--- src/rtl/core/cil_pkg.sv ---
// shared types and constants for the code image loader
`timescale 1ns / 1ps

package cil_pkg;

    localparam int unsigned WORD_W   = 32;
    localparam int unsigned CNT_W    = 30;
    localparam int unsigned OFF_W    = 14;
    localparam int unsigned WIN_W    = 15;
    localparam int unsigned SIZE_W   = 17;
    localparam int unsigned CFG_IDX_W = 1;
    localparam int unsigned M_DATA_W = 56;

    localparam logic [CFG_IDX_W-1:0] REG_RAM_BASE = 1'd0;
    localparam logic [CFG_IDX_W-1:0] REG_RAM_SIZE = 1'd1;

    localparam logic [WORD_W-1:0] RAM_BASE_RESET = 32'd0;
    localparam logic [SIZE_W-1:0] RAM_SIZE_RESET = 17'd32768;

    typedef enum logic [1:0] {
        ST_BUSY  = 2'd0,
        ST_OK    = 2'd1,
        ST_RANGE = 2'd2,
        ST_LEN   = 2'd3
    } status_t;

    typedef enum logic [2:0] {
        PH_SIZE  = 3'd0,
        PH_TSIZE = 3'd1,
        PH_ADDR  = 3'd2,
        PH_CODE  = 3'd3,
        PH_TADDR = 3'd4,
        PH_TDATA = 3'd5,
        PH_DONE  = 3'd6
    } phase_t;

    // classified image word, as passed from front to back
    typedef struct packed {
        logic [WORD_W-1:0] word;
        logic              last;
        logic [CNT_W-1:0]  off;
        logic              trail_ok;
        logic              size_small;
    } cil_item_t;

endpackage

--- src/rtl/core/cil_front.sv ---
// front end: classifies each incoming image word against the ram window
`timescale 1ns / 1ps

module cil_front (
    input  logic [cil_pkg::WORD_W-1:0] word_in,
    input  logic                       last_in,
    input  logic [cil_pkg::WORD_W-1:0] ram_base,
    input  logic [cil_pkg::WIN_W-1:0]  win_words,
    output cil_pkg::cil_item_t         item
);
    import cil_pkg::*;

    logic [WORD_W-1:0] diff;

    assign diff = word_in - ram_base;

    always_comb begin
        item.word       = word_in;
        item.last       = last_in;
        item.off        = diff[WORD_W-1:2];
        item.trail_ok   = diff[WORD_W-1:2] < CNT_W'(win_words);
        item.size_small = (word_in[WORD_W-1:2] == '0);
    end

endmodule

--- src/rtl/core/cil_queue.sv ---
// two-entry queue between the front end and the parser
`timescale 1ns / 1ps

module cil_queue (
    input  logic               aclk,
    input  logic               aresetn,
    input  logic               push,
    input  cil_pkg::cil_item_t push_item,
    output logic               full,
    input  logic               pop,
    output logic               not_empty,
    output cil_pkg::cil_item_t head
);
    import cil_pkg::*;

    cil_item_t  mem_reg [2];
    logic       wr_ptr_reg, wr_ptr_next;
    logic       rd_ptr_reg, rd_ptr_next;
    logic [1:0] count_reg, count_next;

    assign full      = (count_reg == 2'd2);
    assign not_empty = (count_reg != 2'd0);
    assign head      = mem_reg[rd_ptr_reg];

    always_comb begin
        wr_ptr_next = push ? ~wr_ptr_reg : wr_ptr_reg;
        rd_ptr_next = pop ? ~rd_ptr_reg : rd_ptr_reg;
        count_next  = count_reg + 2'(push) - 2'(pop);
    end

    always_ff @(posedge aclk) begin
        if (!aresetn) begin
            wr_ptr_reg <= 1'b0;
            rd_ptr_reg <= 1'b0;
            count_reg  <= 2'd0;
        end else begin
            wr_ptr_reg <= wr_ptr_next;
            rd_ptr_reg <= rd_ptr_next;
            count_reg  <= count_next;
        end
    end

    always_ff @(posedge aclk) begin
        if (push) begin
            mem_reg[wr_ptr_reg] <= push_item;
        end
    end

    a_no_overflow: assert property (@(posedge aclk) disable iff (!aresetn)
        full |-> !push) else $error("queue pushed while full");
    a_no_underflow: assert property (@(posedge aclk) disable iff (!aresetn)
        !not_empty |-> !pop) else $error("queue popped while empty");
    a_count_range: assert property (@(posedge aclk) disable iff (!aresetn)
        count_reg != 2'd3) else $error("queue count out of range");

endmodule

--- src/rtl/core/cil_back.sv ---
// back end: image parser state and the registered result word
`timescale 1ns / 1ps

module cil_back (
    input  logic                        aclk,
    input  logic                        aresetn,
    input  logic                        item_valid,
    input  cil_pkg::cil_item_t          item,
    output logic                        item_pop,
    input  logic [cil_pkg::WIN_W-1:0]   win_words,
    output logic                        out_valid,
    input  logic                        out_ready,
    output logic                        out_we,
    output logic [cil_pkg::OFF_W-1:0]   out_offset,
    output logic [cil_pkg::WORD_W-1:0]  out_data,
    output cil_pkg::status_t            out_status,
    output logic                        out_finished
);
    import cil_pkg::*;

    phase_t            phase_reg, phase_next, phase_step;
    logic [CNT_W-1:0]  cwl_reg, cwl_next, cwl_step, cwl_dec;
    logic [CNT_W-1:0]  twl_reg, twl_next, twl_step, twl_dec;
    logic [OFF_W-1:0]  wptr_reg, wptr_next, wptr_step;
    logic [OFF_W-1:0]  poff_reg, poff_next, poff_step;
    logic              failed_reg, failed_next, failed_step;
    status_t           err_reg, err_next, err_step;
    logic [CNT_W:0]    code_end;

    logic              ov_reg;
    logic              we_reg, we_next;
    logic [OFF_W-1:0]  woff_reg, woff_next;
    logic [WORD_W-1:0] wdata_reg, wdata_next;
    status_t           status_reg, status_next;
    logic              fin_reg, fin_next;

    assign item_pop = item_valid && (!ov_reg || out_ready);
    assign code_end = {1'b0, item.off} + {1'b0, cwl_reg};
    assign cwl_dec  = cwl_reg - 1'b1;
    assign twl_dec  = (twl_reg != '0) ? twl_reg - 1'b1 : twl_reg;

    // parse step for the word at the head of the queue
    always_comb begin
        phase_step  = phase_reg;
        cwl_step    = cwl_reg;
        twl_step    = twl_reg;
        wptr_step   = wptr_reg;
        poff_step   = poff_reg;
        failed_step = failed_reg;
        err_step    = err_reg;
        if (!failed_reg) begin
            unique case (phase_reg)
                PH_SIZE: begin
                    if (item.size_small) begin
                        failed_step = 1'b1;
                        err_step    = ST_LEN;
                    end else begin
                        cwl_step   = item.word[WORD_W-1:2] - 1'b1;
                        phase_step = PH_TSIZE;
                    end
                end
                PH_TSIZE: begin
                    twl_step   = item.word[WORD_W-1:2];
                    phase_step = PH_ADDR;
                end
                PH_ADDR: begin
                    if (code_end > (CNT_W+1)'(win_words)) begin
                        failed_step = 1'b1;
                        err_step    = ST_RANGE;
                    end else begin
                        wptr_step = item.off[OFF_W-1:0];
                        if (cwl_reg != '0) begin
                            phase_step = PH_CODE;
                        end else begin
                            phase_step = (twl_reg != '0) ? PH_TADDR : PH_DONE;
                        end
                    end
                end
                PH_CODE: begin
                    wptr_step = wptr_reg + 1'b1;
                    cwl_step  = cwl_dec;
                    if (cwl_dec == '0) begin
                        phase_step = (twl_reg != '0) ? PH_TADDR : PH_DONE;
                    end
                end
                PH_TADDR: begin
                    if (!item.trail_ok) begin
                        failed_step = 1'b1;
                        err_step    = ST_RANGE;
                    end else begin
                        poff_step  = item.off[OFF_W-1:0];
                        twl_step   = twl_dec;
                        phase_step = PH_TDATA;
                    end
                end
                PH_TDATA: begin
                    twl_step   = twl_dec;
                    phase_step = (twl_dec != '0) ? PH_TADDR : PH_DONE;
                end
                default: begin
                    failed_step = 1'b1;
                    err_step    = ST_LEN;
                end
            endcase
        end
    end

    // next state: parse step, or a fresh image after the last word
    always_comb begin
        phase_next  = phase_reg;
        cwl_next    = cwl_reg;
        twl_next    = twl_reg;
        wptr_next   = wptr_reg;
        poff_next   = poff_reg;
        failed_next = failed_reg;
        err_next    = err_reg;
        if (item_pop) begin
            if (item.last) begin
                phase_next  = PH_SIZE;
                cwl_next    = '0;
                twl_next    = '0;
                wptr_next   = '0;
                poff_next   = '0;
                failed_next = 1'b0;
                err_next    = ST_BUSY;
            end else begin
                phase_next  = phase_step;
                cwl_next    = cwl_step;
                twl_next    = twl_step;
                wptr_next   = wptr_step;
                poff_next   = poff_step;
                failed_next = failed_step;
                err_next    = err_step;
            end
        end
    end

    // result fields for the word being parsed
    always_comb begin
        we_next     = 1'b0;
        woff_next   = '0;
        wdata_next  = '0;
        fin_next    = item.last;
        status_next = ST_BUSY;
        if (!failed_reg && phase_reg == PH_CODE) begin
            we_next    = 1'b1;
            woff_next  = wptr_reg;
            wdata_next = item.word;
        end else if (!failed_reg && phase_reg == PH_TDATA) begin
            we_next    = 1'b1;
            woff_next  = poff_reg;
            wdata_next = item.word;
        end
        priority if (failed_step) begin
            status_next = err_step;
        end else if (item.last && phase_step == PH_DONE) begin
            status_next = ST_OK;
        end else if (item.last) begin
            status_next = ST_LEN;
        end else begin
            status_next = ST_BUSY;
        end
    end

    always_ff @(posedge aclk) begin
        if (!aresetn) begin
            phase_reg  <= PH_SIZE;
            cwl_reg    <= '0;
            twl_reg    <= '0;
            wptr_reg   <= '0;
            poff_reg   <= '0;
            failed_reg <= 1'b0;
            err_reg    <= ST_BUSY;
            ov_reg     <= 1'b0;
        end else begin
            phase_reg  <= phase_next;
            cwl_reg    <= cwl_next;
            twl_reg    <= twl_next;
            wptr_reg   <= wptr_next;
            poff_reg   <= poff_next;
            failed_reg <= failed_next;
            err_reg    <= err_next;
            if (item_pop) begin
                ov_reg <= 1'b1;
            end else if (out_ready) begin
                ov_reg <= 1'b0;
            end
        end
    end

    always_ff @(posedge aclk) begin
        if (item_pop) begin
            we_reg     <= we_next;
            woff_reg   <= woff_next;
            wdata_reg  <= wdata_next;
            status_reg <= status_next;
            fin_reg    <= fin_next;
        end
    end

    assign out_valid    = ov_reg;
    assign out_we       = we_reg;
    assign out_offset   = woff_reg;
    assign out_data     = wdata_reg;
    assign out_status   = status_reg;
    assign out_finished = fin_reg;

    a_no_write_after_fail: assert property (@(posedge aclk) disable iff (!aresetn)
        item_pop && failed_reg |-> !we_next)
        else $error("write issued after load failure");
    a_restart_after_last: assert property (@(posedge aclk) disable iff (!aresetn)
        item_pop && item.last |=> phase_reg == PH_SIZE && !failed_reg)
        else $error("parse state not cleared after last word");
    a_result_held: assert property (@(posedge aclk) disable iff (!aresetn)
        ov_reg && !out_ready |=> ov_reg && $stable(wdata_reg) && $stable(status_reg))
        else $error("stalled result changed");

endmodule

--- src/rtl/core/code_image_loader.sv ---
// top level of the code image loader: config registers, front, queue and parser
`timescale 1ns / 1ps

// Parses a program image (program size, trailing size, load address, code words,
// then address/data pairs) streamed in one 32-bit word per beat and returns one
// result word per image word: a ram write (enable, word offset, data) plus the
// load status, with tlast set on the result for the image's last word. The block
// sustains one image word per clock while neither side stalls; a result is
// registered first in the queue in front of the parser and then in the parser's
// output register. Either side may stall independently. Configuration registers
// (ram base address, ram window size) must be written by the user only while
// idle; the block itself does not enforce it.

module code_image_loader #(
    parameter int unsigned MAX_RAM_BYTES = 65536
) (
    input  logic                            aclk,
    input  logic                            aresetn,
    input  logic                            s_axis_tvalid,
    output logic                            s_axis_tready,
    input  logic [cil_pkg::WORD_W-1:0]      s_axis_tdata,  // image_word
    input  logic                            s_axis_tlast,
    output logic                            m_axis_tvalid,
    input  logic                            m_axis_tready,
    // write_enable, write_offset, write_data, status, zero pad
    output logic [cil_pkg::M_DATA_W-1:0]    m_axis_tdata,
    output logic                            m_axis_tlast,
    input  logic                            cfg_valid,
    output logic                            cfg_ready,
    input  logic [cil_pkg::CFG_IDX_W-1:0]   cfg_index,
    input  logic [cil_pkg::WORD_W-1:0]      cfg_data
);
    import cil_pkg::*;

    logic [WORD_W-1:0] ram_base_reg;
    logic [SIZE_W-1:0] ram_size_reg;
    logic [WORD_W-1:0] size_ext;
    logic [WORD_W-1:0] size_clamped;
    logic [WIN_W-1:0]  win_words;

    cil_item_t         front_item;
    cil_item_t         head_item;
    logic              q_full;
    logic              q_not_empty;
    logic              q_pop;

    logic              r_we;
    logic [OFF_W-1:0]  r_offset;
    logic [WORD_W-1:0] r_data;
    status_t           r_status;

    assign cfg_ready = 1'b1;

    always_ff @(posedge aclk) begin
        if (!aresetn) begin
            ram_base_reg <= RAM_BASE_RESET;
            ram_size_reg <= RAM_SIZE_RESET;
        end else if (cfg_valid) begin
            unique case (cfg_index)
                REG_RAM_BASE: ram_base_reg <= cfg_data;
                REG_RAM_SIZE: ram_size_reg <= cfg_data[SIZE_W-1:0];
                default:      ;
            endcase
        end
    end

    // window in words, clamped to the largest supported ram
    assign size_ext     = WORD_W'(ram_size_reg);
    assign size_clamped = (size_ext > WORD_W'(MAX_RAM_BYTES)) ?
                          WORD_W'(MAX_RAM_BYTES) : size_ext;
    assign win_words    = size_clamped[WIN_W+1:2];

    assign s_axis_tready = !q_full;

    cil_front u_front (
        .word_in   (s_axis_tdata),
        .last_in   (s_axis_tlast),
        .ram_base  (ram_base_reg),
        .win_words (win_words),
        .item      (front_item)
    );

    cil_queue u_queue (
        .aclk      (aclk),
        .aresetn   (aresetn),
        .push      (s_axis_tvalid && !q_full),
        .push_item (front_item),
        .full      (q_full),
        .pop       (q_pop),
        .not_empty (q_not_empty),
        .head      (head_item)
    );

    cil_back u_back (
        .aclk         (aclk),
        .aresetn      (aresetn),
        .item_valid   (q_not_empty),
        .item         (head_item),
        .item_pop     (q_pop),
        .win_words    (win_words),
        .out_valid    (m_axis_tvalid),
        .out_ready    (m_axis_tready),
        .out_we       (r_we),
        .out_offset   (r_offset),
        .out_data     (r_data),
        .out_status   (r_status),
        .out_finished (m_axis_tlast)
    );

    assign m_axis_tdata = {7'd0, r_status, r_data, r_offset, r_we};

endmodule
--- config.mk ---
export PLATFORM = sky130hd
export DESIGN_NAME = code_image_loader
export DESIGN_NICKNAME = d
export VERILOG_FILES = /design/src/rtl/core/cil_pkg.sv /design/src/rtl/core/cil_front.sv /design/src/rtl/core/cil_queue.sv /design/src/rtl/core/cil_back.sv /design/src/rtl/core/code_image_loader.sv
export SDC_FILE = /design/constraint.sdc
export NUM_CORES = 1
export LEC_CHECK = 0
export BUFFER_PORTS_ARGS = -buffer_cell sky130_fd_sc_hd__buf_2
export CORE_UTILIZATION = 29
export CTS_CLUSTER_DIAMETER = 40
export DETAILED_ROUTE_END_ITERATION = 12
export GPL_TIMING_DRIVEN = 0
export SYNTH_ARGS = -nofsm -noshare
export SYNTH_HDL_FRONTEND = slang
export SYNTH_HIERARCHICAL = 1
export SYNTH_SLANG_ARGS = --single-unit
--- constraint.sdc ---
create_clock -name aclk -period 5.3 [get_ports aclk]
set_clock_uncertainty 0.05 [all_clocks]
set_input_delay 0.795 -clock aclk [delete_from_list [all_inputs] [get_ports aclk]]
set_output_delay 0.795 -clock aclk [all_outputs]
set_load 0.005 [all_outputs]
# Yosys cells after proc, flatten, opt, wreduce, memory -nomap -nowiden
# Memories as Yosys holds them, arrays and structs flattened. A register that Yosys moved wholly into a read port is not among the register bits.
# Index checks and enable logic that the tools add are counted.
[totals]
ff_bits = 198
ramBits = 130
input_bits = 71
out_inout_bits = 60
wordCells = 127
n_memories = 1
[memory_table]
columns = ["memory", "words", "width", "rd", "rd_ports_with_merged_regs", "write_ports", "line_no", "rtl"]
rows = [
  ["u_queue.mem_reg", 2, 65, 1, 1, 1, "cil_queue.sv:16", "cil_item_t mem_reg [2];"],
]
[op_classes]
add_sub_neg = 8
magnitude_cmp = 3
eq_ne = 11
mux = 54
bitwise_logic = 3
reduce_logical = 29
[ops]
columns = ["op", "count"]
rows = [
  ["$mux 30", 7],
  ["$mux 14", 9],
  ["$pmux 30 s3", 1],
  ["$reduce_bool 30->1", 3],
  ["$sub 30x1->30 const B", 3],
  ["$mux 32", 2],
  ["$logic_not 30->1", 2],
  ["$pmux 30 s2", 1],
  ["$sub 32x32->32", 1],
  ["$add 30x30->31", 1],
  ["$gt 31x15->1", 1],
  ["$lt 30x15->1", 1],
  ["$pmux 14 s2", 1],
  ["$mux 3", 7],
  ["$mux 2", 10],
  ["$pmux 3 s6", 1],
  ["$gt 17x17->1 const B", 1],
  ["$mux 17", 1],
  ["$reduce_and 4->1", 4],
  ["$add 14x1->14 const B", 1],
  ["$mux 1", 12],
  ["$eq 3x3->1 const B", 3],
  ["$pmux 2 s4", 1],
  ["$reduce_bool 2->1", 4],
  ["other kinds (18)", 30],
]

# Longest topological paths before layout
# Gate-level depths: netlist (run 1).
[logic_depth]
word_depth = 10
mapped_depth = 26
mapped_depth_nobuf = 22

# Cells and area by module
# The synthesis (run 1) kept the hierarchy.
[by_module_without_submodules]
columns = ["mod", "instances", "cells_per_inst", "area_per_inst_um2", "seq_area_each_um2"]
rows = [
  ["cil_back", 1, 1367, 10940.5, 3403.3],
  ["cil_queue", 1, 223, 5123.7, 4003.8],
  ["cil_front", 1, 366, 2507.4, 0.0],
  ["code_image_loader", 1, 249, 2094.5, 980.9],
]

# Worst setup path after synthesis (run 1)
# No wires, ideal clock.
[synth_timing]
kind = "register -> register"
start = "reg (tool-made name)"
end = "reg u_back.wptr_reg[2]"
setup_ps = 117
arrival_time_ps = 4700
required_ps = 5133
setup_slack_ps = 432
path_stages_with_launch = 26
n_path_buf = 4
period_less_slack_ps = 4868
cell_sequence = "dfxtp_1 > buf_2 > mux2_2 > ha_1 > a21o_1 > a21oi_1 > nand2_1 > and2_1 > o21a_1 > nor2_1 > xnor2_1 > ha_1 > a21oi_1 > nor2_1 > a211oi_1 > o21ai_0 > o21ai_0 > nand4_1 > nor4_1 > and4_1 > clkbuf_1 > o311a_1 > buf_2 > buf_2 > o31ai_1 > a32o_1"
[synth_rtl]
columns = ["element", "line_no", "rtl"]
rows = [
  ["end signal, assigned", "cil_back.sv:179", "wptr_reg <= wptr_next;"],
  ["end, declared", "cil_back.sv:24", "logic [OFF_W-1:0] wptr_reg, wptr_next, wptr_step;"],
]

==> results of run 1 <==
## cells by family (layout without fill, tap and decap cells)
logic type               count (synthesis)  after routing  synth area share [%]
AND/OR/NAND/NOR                        798            798                  19.9
AO/OA/AOI/OAI                          530            530                  17.4
flip-flops                             329            329                  40.6
buffers and inverters                  249            494                  5.77
XOR/XNOR                               116            116                  4.98
adder cells (fa/ha/maj)                 98             98                  5.97
multiplexers                            83             83                  5.34
other                                    2              9                0.0363
## cells in the mapped netlist, types with 9 or more instances
| cell | count | area share (%) |
|---|---|---|
| sky130_fd_sc_hd__nor2b_1 | 111 | 3.4 |
| sky130_fd_sc_hd__and3_1 | 10 | 0.30 |
| sky130_fd_sc_hd__o21bai_1 | 10 | 0.36 |
| sky130_fd_sc_hd__nor3b_1 | 19 | 0.69 |
| sky130_fd_sc_hd__buf_6 | 9 | 0.49 |
| sky130_fd_sc_hd__o31ai_1 | 24 | 0.87 |
| sky130_fd_sc_hd__ha_1 | 97 | 5.9 |
| sky130_fd_sc_hd__a31oi_1 | 12 | 0.36 |
| sky130_fd_sc_hd__mux2i_1 | 15 | 0.73 |
| sky130_fd_sc_hd__nand4_1 | 25 | 0.76 |
| sky130_fd_sc_hd__o211ai_1 | 19 | 0.69 |
| sky130_fd_sc_hd__and2_1 | 22 | 0.67 |
| sky130_fd_sc_hd__a22oi_1 | 25 | 0.91 |
| sky130_fd_sc_hd__a22o_1 | 17 | 0.72 |
| sky130_fd_sc_hd__o21ai_0 | 102 | 2.5 |
| sky130_fd_sc_hd__a21o_1 | 20 | 0.73 |
| sky130_fd_sc_hd__or4_1 | 12 | 0.44 |
| sky130_fd_sc_hd__a21oi_1 | 126 | 3.1 |
| sky130_fd_sc_hd__nand3_1 | 31 | 0.75 |
| sky130_fd_sc_hd__mux2_4 | 50 | 3.6 |
| sky130_fd_sc_hd__buf_4 | 46 | 1.7 |
| sky130_fd_sc_hd__a21boi_0 | 62 | 2.3 |
| sky130_fd_sc_hd__nand2_1 | 252 | 4.6 |
| sky130_fd_sc_hd__nand2b_1 | 22 | 0.67 |
| sky130_fd_sc_hd__xnor2_1 | 66 | 2.8 |
| sky130_fd_sc_hd__nor4_1 | 32 | 0.97 |
| sky130_fd_sc_hd__a211oi_1 | 18 | 0.65 |
| sky130_fd_sc_hd__inv_1 | 95 | 1.7 |
| sky130_fd_sc_hd__a2111oi_0 | 12 | 0.51 |
| sky130_fd_sc_hd__nor3_1 | 70 | 1.7 |
| sky130_fd_sc_hd__nor2_1 | 122 | 2.2 |
| sky130_fd_sc_hd__edfxtp_1 | 180 | 26 |
| sky130_fd_sc_hd__buf_2 | 14 | 0.34 |
| sky130_fd_sc_hd__o21a_1 | 10 | 0.36 |
| sky130_fd_sc_hd__xor2_1 | 49 | 2.1 |
| sky130_fd_sc_hd__mux2_2 | 18 | 0.98 |
| sky130_fd_sc_hd__dfxtp_1 | 149 | 14 |
| sky130_fd_sc_hd__clkbuf_1 | 81 | 1.5 |
| sky130_fd_sc_hd__or3_1 | 25 | 0.76 |
## worst max path at each step
| stage | end | start | depth (start not counted) |
|---|---|---|---|
| detailed placement | u_back/wptr_reg[2]$_SDFFE_PN0P_ | flip-flop | 24 |
| finish | u_back/out_status[1]$_DFFE_PP_ | flip-flop | 21 |
| global placement | u_queue/mem_reg[0][43]$_DFFE_PP_ | s_axis_tvalid | 3 |
| CTS | u_back/wptr_reg[2]$_SDFFE_PN0P_ | flip-flop | 24 |
| global route | u_back/out_status[1]$_DFFE_PP_ | flip-flop | 23 |
| floorplan | u_back/wptr_reg[2]$_SDFFE_PN0P_ | flip-flop | 25 |
## routing by layer
metal  up-vias  GRT usage [%]  wire (µm)
met1      8278           23.2      28600
met5         -              0          0
met3       118           2.94       3590
met2       536           28.4      29300
met4         0           5.41       1520
li1       8391              -          -
## power groups by stage
stage	Combinational (µW)	Sequential (µW)	Clock, µW
after floorplan	3950	3490	0
after global placement	5460	3590	0
after detailed placement	5520	3560	0
after CTS	5560	3520	4110
after global routing	6220	3570	4220
final	5690	3520	4040
## worst max-delay path, delay by kind of cell, from the launching register on
| family | cells | cell delay [ns] |
|---|---|---|
| buf+inv | 2 | 0.31 |
| xor+xnor | 1 | 0.16 |
| simple gates | 8 | 1.38 |
| fa+ha+maj | 2 | 0.64 |
| compound gates | 7 | 1.48 |
| flops | 1 | 0.36 |
| mux | 1 | 0.43 |
## through the flow
stage	instance area, µm²	TNS (ns)	instances	hold WS [ns]
6_report	24900	0	3397	0.339
5_1_grt	24900	-0.0185	3397	0.317
4_1_cts	24800	0	3394	0.311
3_5_place_dp	22600	-11.38	3276	0.396
3_3_place_gp	22500	-89.09	3272	0.396
2_1_floorplan	20700	0	2211	0.378
## timing repair
item                                    in CTS  in global routing
resized for setup                           10                 37
pin swaps                                    2                 10
endpoints found under the setup margin      22                 17
buffers inserted                             1                  4
gates cloned                                 0                  0
## layout make-up
class / instances / area (µm²) / area share [%]
Clock buffer: 75 / 1760 / 7.05
Multi-Input combinational cell: 1633 / 11300 / 45.2
Antenna cell: 1 / 2.50 / 0.0100
Sequential cell: 329 / 8390 / 33.7
Buffer: 151 / 852 / 3.42
Tap cell: 940 / 1180 / 4.72
Clock inverter: 43 / 405 / 1.63
Inverter: 95 / 357 / 1.43
Timing Repair Buffer: 130 / 731 / 2.93
==> summary by stage, run 1 <==
Outcome
The run finished with clean final reports.

Timing
At the pin with the least slew margin, the transition time is 0.985 ns. The final worst slack is 0.240 ns. The number of max-slew violations in the final report is 0. The count of endpoints failing hold in the final timing report is 0. The maximum clock frequency is 0.198 GHz. The clock period could shrink to 5.06 ns. After layout, the worst path uses 95.5% of the clock period.

Setup violations remaining at the end of the flow were counted as 0. Measured against its own limit, the worst slew margin works out to 33.8%.

Die
The die area is 0.0723 mm². The die height is 269 µm. The floorplan step set the die width to 269 µm.

The starting density of the core is 29.4%. The floorplan has 97 rows. The area of the core is 0.0703 mm².

In this run the count of I/O pins placed on the die edge is 131.

Power and ir drop
In this run the power density over the cells is 531 mW/mm². The share of total power dissipated in sequential elements is 26.6%. The share of total power dissipated in the clock network is 30.5%.

The overall power consumption is 13200 µW. The share of power burned in combinational logic is 43.0%. The net switching fraction of the power is 39.2%.

For this design the static power due to leakage is 0.00930 µW. IR analysis of the VDD net gives a maximum drop of 0.252 mV. The net load switching power is 5200 µW.

The internal portion of the total power is 8050 µW.

Worst hold path
The worst hold path belongs to the class in -> reg. The start point of the worst min-delay path is s_axis_tlast. The instance count along the most critical hold path is 1. The worst hold path endpoint is u_queue/mem_reg[0][32]$_DFFE_PP_.

CTS
The quantity of hold-fixing buffers added after cts is 0. The root cell of the clock tree is sky130_fd_sc_hd__clkbuf_16. TritonCTS built the clock tree. The clock sink count is 329. At the later pin of the worst-skew pair, clock insertion delay measures 0.61 ns.

The clock passes through at most 3 buffers. After clock tree synthesis, the clock-pin slew on the worst setup and hold paths is 0.06 ns. The number of levels in the clock H-tree is 3.

The number of buffers inserted during clock tree synthesis is 66.

Critical path
In this run the worst path has a maximum fanout of 10. The critical path start-end classification is reg -> reg. The signal on the critical path passes through buf_6 > mux2_2 > ha_2 > a21o_1 > nand2b_1 > o2111ai_4 > nand2_2 > xor2_2 > ha_1 > nand2_1 > nor2_1 > a211oi_1 > o21ai_0 > o21ai_2 > nand4_1 > nor4_4 > and4_4 > buf_4 > a31o_2 > nand2_1 > o311a_1. STA classifies the critical path endpoint as a flip-flop.

For this design, the slowest cell found on the critical path is sky130_fd_sc_hd__mux2_2. STA classifies the critical path startpoint as a flip-flop. STA puts the critical path data required time at 5.58 ns. Among the stages of the critical path, the cell type that occurs most often is sky130_fd_sc_hd__nand2_1.

The worst register-to-register path has a setup slack of 0.24 ns. The endpoint arrival time on the critical path is 5.34 ns. The cell depth of the worst flop-to-flop path is 21. The delay contributed by the slowest stage of the critical path is 0.43 ns. The destination of the worst register-to-register timing path is u_back/out_status[1]$_DFFE_PP_.

Yosys
The number of flip-flops and latches in the synthesized netlist is 329. The average instance in the mapped netlist occupies 9.37 µm². For this run, the leading register cell type out of synthesis is sky130_fd_sc_hd__edfxtp_1.

Synthesis produced a netlist whose cell count is 2205. Yosys mapped the design onto 94 distinct sky130hd cell types. The sequential area share after synthesis is 40.6%. The area of the mapped netlist is 0.0207 mm². The count of flip-flops with a built-in enable after synthesis is 180. During synthesis, Yosys emitted a total of 6 warnings. The async set-or-reset flop fraction in the synthesized netlist is 0%.

Finish
Leaving out fill and tap cells, the most frequent cells in the layout are sky130_fd_sc_hd__nand2_1 (251), sky130_fd_sc_hd__edfxtp_1 (180), sky130_fd_sc_hd__dfxtp_1 (147), sky130_fd_sc_hd__buf_2 (132), sky130_fd_sc_hd__nor2_1 (121). Of the cells placed in the final design, the portion with a size suffix greater than 1 is 18.0%. The register with the most flip-flops in the layout has 130 of them. The count of nets after finishing is 2575. Fill cells in the final layout number 7198.

The final core utilization is 35.5%. The commonest non-fill, non-tap cell in the layout is sky130_fd_sc_hd__nand2_1. The layout-stage area growth over the synthesis result is 20.6%.

Global routing
The number of global-route vias before repair came to 16414. The number of antenna violations at the first check in global routing is 5. The total congestion overflow after global routing is 0. The first-pass GRT wire length is 96300 µm. The total routing usage reported by global routing is 17.4%. Entering global routing, the biggest net connects 63 pins.

Drt
The sum of routed wire length over all layers is 63000 µm. In the routed design, unresolved DRC markers number 0. Once detail routing completed, the nets flagged for antenna violations numbered 0. The detailed-routing iteration count for the pre-antenna-repair pass is 6. The mean number of vias per cell is 5.10. Dividing the detail-routed wire length by the instance count gives 18.5 µm. The total number of vias is 17323. The first routing iteration left 1213 violations.

Placed design
Detailed placement ended at an HPWL of 48000 µm. Buffers placed on the I/O ports in this run total 121. OpenSTA, run right after detailed placement, puts the worst setup slack at -0.842 ns. The routability-driven placement congestion ratio is 0.924.

Flow run
The count of max-cap constraint violations is 0.
No activity file was read; power rests on OpenSTA's default activity.
==> inputs of run 2 (changes only) <==
--- a/config.mk
+++ b/config.mk
@@ -7,6 +7,7 @@
 export LEC_CHECK = 0
 export BUFFER_PORTS_ARGS = -buffer_cell sky130_fd_sc_hd__buf_2
 export CORE_UTILIZATION = 29
+export CTS_BUF_LIST = sky130_fd_sc_hd__clkbuf_4 sky130_fd_sc_hd__clkbuf_8 sky130_fd_sc_hd__clkbuf_16
 export CTS_CLUSTER_DIAMETER = 40
 export DETAILED_ROUTE_END_ITERATION = 12
 export GPL_TIMING_DRIVEN = 0
==> run 2 against run 1 <==
- final cell count barely moved
- design area is essentially flat
- critical path depth unchanged
- via count is 0.47% lower
- combinational power hardly changed
==> summary by stage, run 2 (synthesis gave the netlist of run 1 again) <==
Outcome
The run finished with clean final reports.

Drt
The DRC violation count after routing was 0 (unchanged). The sum of routed wire length over all layers is 63100 µm (+0.14%). The count of nets left with antenna violations after detail routing is 0 (unchanged). The wire length per cell after detailed routing was 18.6 µm (+0.11%).

The routed metal-1 wire length is 28800 µm (+0.71%). The detailed-routing iteration count for the pre-antenna-repair pass is 5 (-1). The met2 routed wirelength is 29300 µm (about the same). The routed length on met3 is 3540 µm (-1.6%). After detailed routing, no signal wire sits above met4. The total number of vias is 17242 (-0.47%). The iteration-0 DRC count of the detailed router is 1317 (+8.6%). The mean number of vias per cell came to 5.07 (-0.50%).

Timing
The final clock period utilization by the worst path was 95.6% (+0.16 points). The total of endpoints with negative setup slack in the final report is 0 (unchanged). The worst-margin pin slew is 1.03 ns (+0.0464 ns). The maximum clock frequency is 0.197 GHz (-0.17%). The count of endpoints failing hold in the final timing report is 0 (unchanged). The normalized max-slew margin is 30.7% (-3.1 points).

The number of max-slew violations in the final report was 0 (unchanged). The shortest period the worst path allows is 5.07 ns (+0.00854 ns). The final worst slack is 0.231 ns (-0.00854 ns).

Critical path
The endpoint arrival time on the critical path is 5.35 ns (about the same). The delay contributed by the slowest stage of the critical path is 0.43 ns (about the same). The critical path start-end classification is reg -> reg. The number of buffer and inverter stages on the critical path came to 2 (unchanged). The slack of the worst reg-to-reg path came to 0.23 ns (about the same). Traced cell by cell, the critical path runs through buf_6 > mux2_2 > ha_2 > a21o_1 > nand2b_1 > o2111ai_4 > nand2_2 > xor2_2 > ha_1 > nand2_1 > nor2_1 > a211oi_1 > o21ai_0 > o21ai_2 > nand4_1 > nor4_4 > and4_4 > buf_4 > a31o_2 > nand2_1 > o311a_1.

On the critical path the largest part of the delay comes from compound AO/OA/AOI/OAI gates. The cell depth of the worst flop-to-flop path came to 21 (unchanged). The standard cell with the maximum stage delay on the critical path is sky130_fd_sc_hd__mux2_2. The endpoint identified for the worst register-to-register timing path is u_back/out_status[1]$_DFFE_PP_. The cell occurring most often along the worst timing path is sky130_fd_sc_hd__nand2_1. The category of the worst setup path launch point is a flip-flop. The critical path endpoint category is a flip-flop. The critical path required time is 5.58 ns (about the same). The worst-path maximum fanout was 10 (unchanged).

Die
The overall die width is 269 µm (unchanged). The area of the core is 0.0703 mm² (unchanged). The die height is 269 µm (unchanged). The die area is 0.0723 mm² (unchanged). The number of primary I/O pins is 131 (unchanged). The number of core rows is 97 (unchanged). The starting density of the core is 29.4% (unchanged).

CTS
The number of levels in the clock H-tree came to 3 (unchanged). The clock insertion delay at the later pin of the skew report is 0.61 ns (about the same). TritonCTS built the clock tree. The number of buffers inserted during clock tree synthesis came to 66 (unchanged). The quantity of hold-fixing buffers added after cts was 0 (unchanged).

The clock slew at the register clock pins of the worst setup and hold paths is 0.06 ns (about the same). The buffer depth of the longest clock path is 3 (unchanged). The clock sink count is 329 (unchanged).

The root cell of the clock tree is sky130_fd_sc_hd__clkbuf_16.

Global routing
The largest net degree at the start of global routing was 63 (unchanged). The number of global-route vias before repair is 16414 (unchanged). The total congestion overflow after global routing is 0 (unchanged).

The number of antenna violations at the first check in global routing is 4 (-1). The first-pass GRT wire length was 96400 µm (about the same). The total routing usage reported by global routing is 17.4% (about the same).

Finish
The commonest non-fill, non-tap cell in the layout is sky130_fd_sc_hd__nand2_1. The layout-stage area growth over the synthesis result is 20.7% (about the same). The number of flip-flops in the largest register is 130 (unchanged). The top cell types in the final layout, fill and taps aside, are sky130_fd_sc_hd__nand2_1 (251), sky130_fd_sc_hd__edfxtp_1 (180), sky130_fd_sc_hd__dfxtp_1 (147), sky130_fd_sc_hd__buf_2 (132), sky130_fd_sc_hd__nor2_1 (121). The final core utilization is 35.5% (about the same).

The layout cell share with drive strength beyond 1 came to 18.1% (+0.16 points). The total non-filler cell area in the finished layout was 0.0249 mm² (about the same). The count of nets after finishing is 2575 (unchanged).

Worst hold path
The start point of the worst min-delay path is s_axis_tlast. The instance count along the most critical hold path is 1 (unchanged). The class of the tightest hold or removal check is in -> reg. The worst hold path endpoint is u_queue/mem_reg[0][32]$_DFFE_PP_.

Power and ir drop
The power density of the placed cells is 532 mW/mm² (about the same). The peak ir drop on the vdd network came to 0.253 mV (about the same). The static leakage came to 0.00931 µW (+0.15%).

Placed design
The routability-driven placement congestion ratio came to 0.924 (unchanged). The setup slack at placement is -0.842 ns (unchanged). The cell area after placement is 0.0226 mm² (unchanged). The HPWL after detailed placement is 48000 µm (unchanged). The count of buffers from port buffering is 121 (unchanged).

Flow run
The count of max-cap constraint violations came to 0 (unchanged).
==> run 2: cell types whose count changed in the layout (fill, tap and decap cells not counted), sizes merged <==
cell,previous run,this run
diode,1,2
==> run 2: worst max path at each step <==
| stage | startpoint | to | slack (ns) | cells past startpoint |
|---|---|---|---|---|
| 6_report | flip-flop | u_back/out_status[1]$_DFFE_PP_ | 0.23 | 21 |
| 5_1_grt | flip-flop | u_back/out_status[1]$_DFFE_PP_ | -0.01 | 23 |
| 4_1_cts | flip-flop | u_back/wptr_reg[2]$_SDFFE_PN0P_ | 0.06 | 24 |
| 3_5_place_dp | flip-flop | u_back/wptr_reg[2]$_SDFFE_PN0P_ | -0.84 | 24 |
| 3_3_place_gp | s_axis_tvalid | u_queue/mem_reg[0][43]$_DFFE_PP_ | -1.20 | 3 |
| 2_1_floorplan | flip-flop | u_back/wptr_reg[2]$_SDFFE_PN0P_ | 0.43 | 25 |
==> run 2: per-stage QoR <==
step / hold slack (ns) / power [µW] / setup TNS (ns) / instances
CTS: 0.311 / 13200 / 0 / 3394
global route: 0.317 / 14000 / -0.0185 / 3397
detailed placement: 0.396 / 9080 / -11.38 / 3276
finish: 0.339 / 13300 / 0 / 3398
floorplan: 0.378 / 7450 / 0 / 2211
global placement: 0.396 / 9050 / -89.09 / 3272
==> run 2: final cells by class <==
type | count | area (µm²)
Antenna cell | 2 | 5.00
Clock buffer | 75 | 1770
Tap cell | 940 | 1180
Clock inverter | 43 | 405
Sequential cell | 329 | 8390
Inverter | 95 | 357
Buffer | 151 | 852
Fill cell | 7197 | 45300
Timing Repair Buffer | 130 | 731
Multi-Input combinational cell | 1633 | 11300
==> run 2: metal layers <==
metal,global-route usage [%],up-vias
met4,5.42,0
met2,28.5,517
met1,23.2,8225
met5,0,-
met3,2.94,100
li1,-,8400
==> run 2: where the power goes <==
part / switching [µW] / internal, µW
clock: 1440 / 2620
sequential: 283 / 3230
combinational: 3470 / 2220
total: 5190 / 8070
==> run 2: timing repair <==
action                     in CTS  in global routing
setup endpoints to repair      22                 17
gates resized for setup        10                 37
pin swaps                       2                 10
cloned                          0                  0
buffers inserted                1                  4
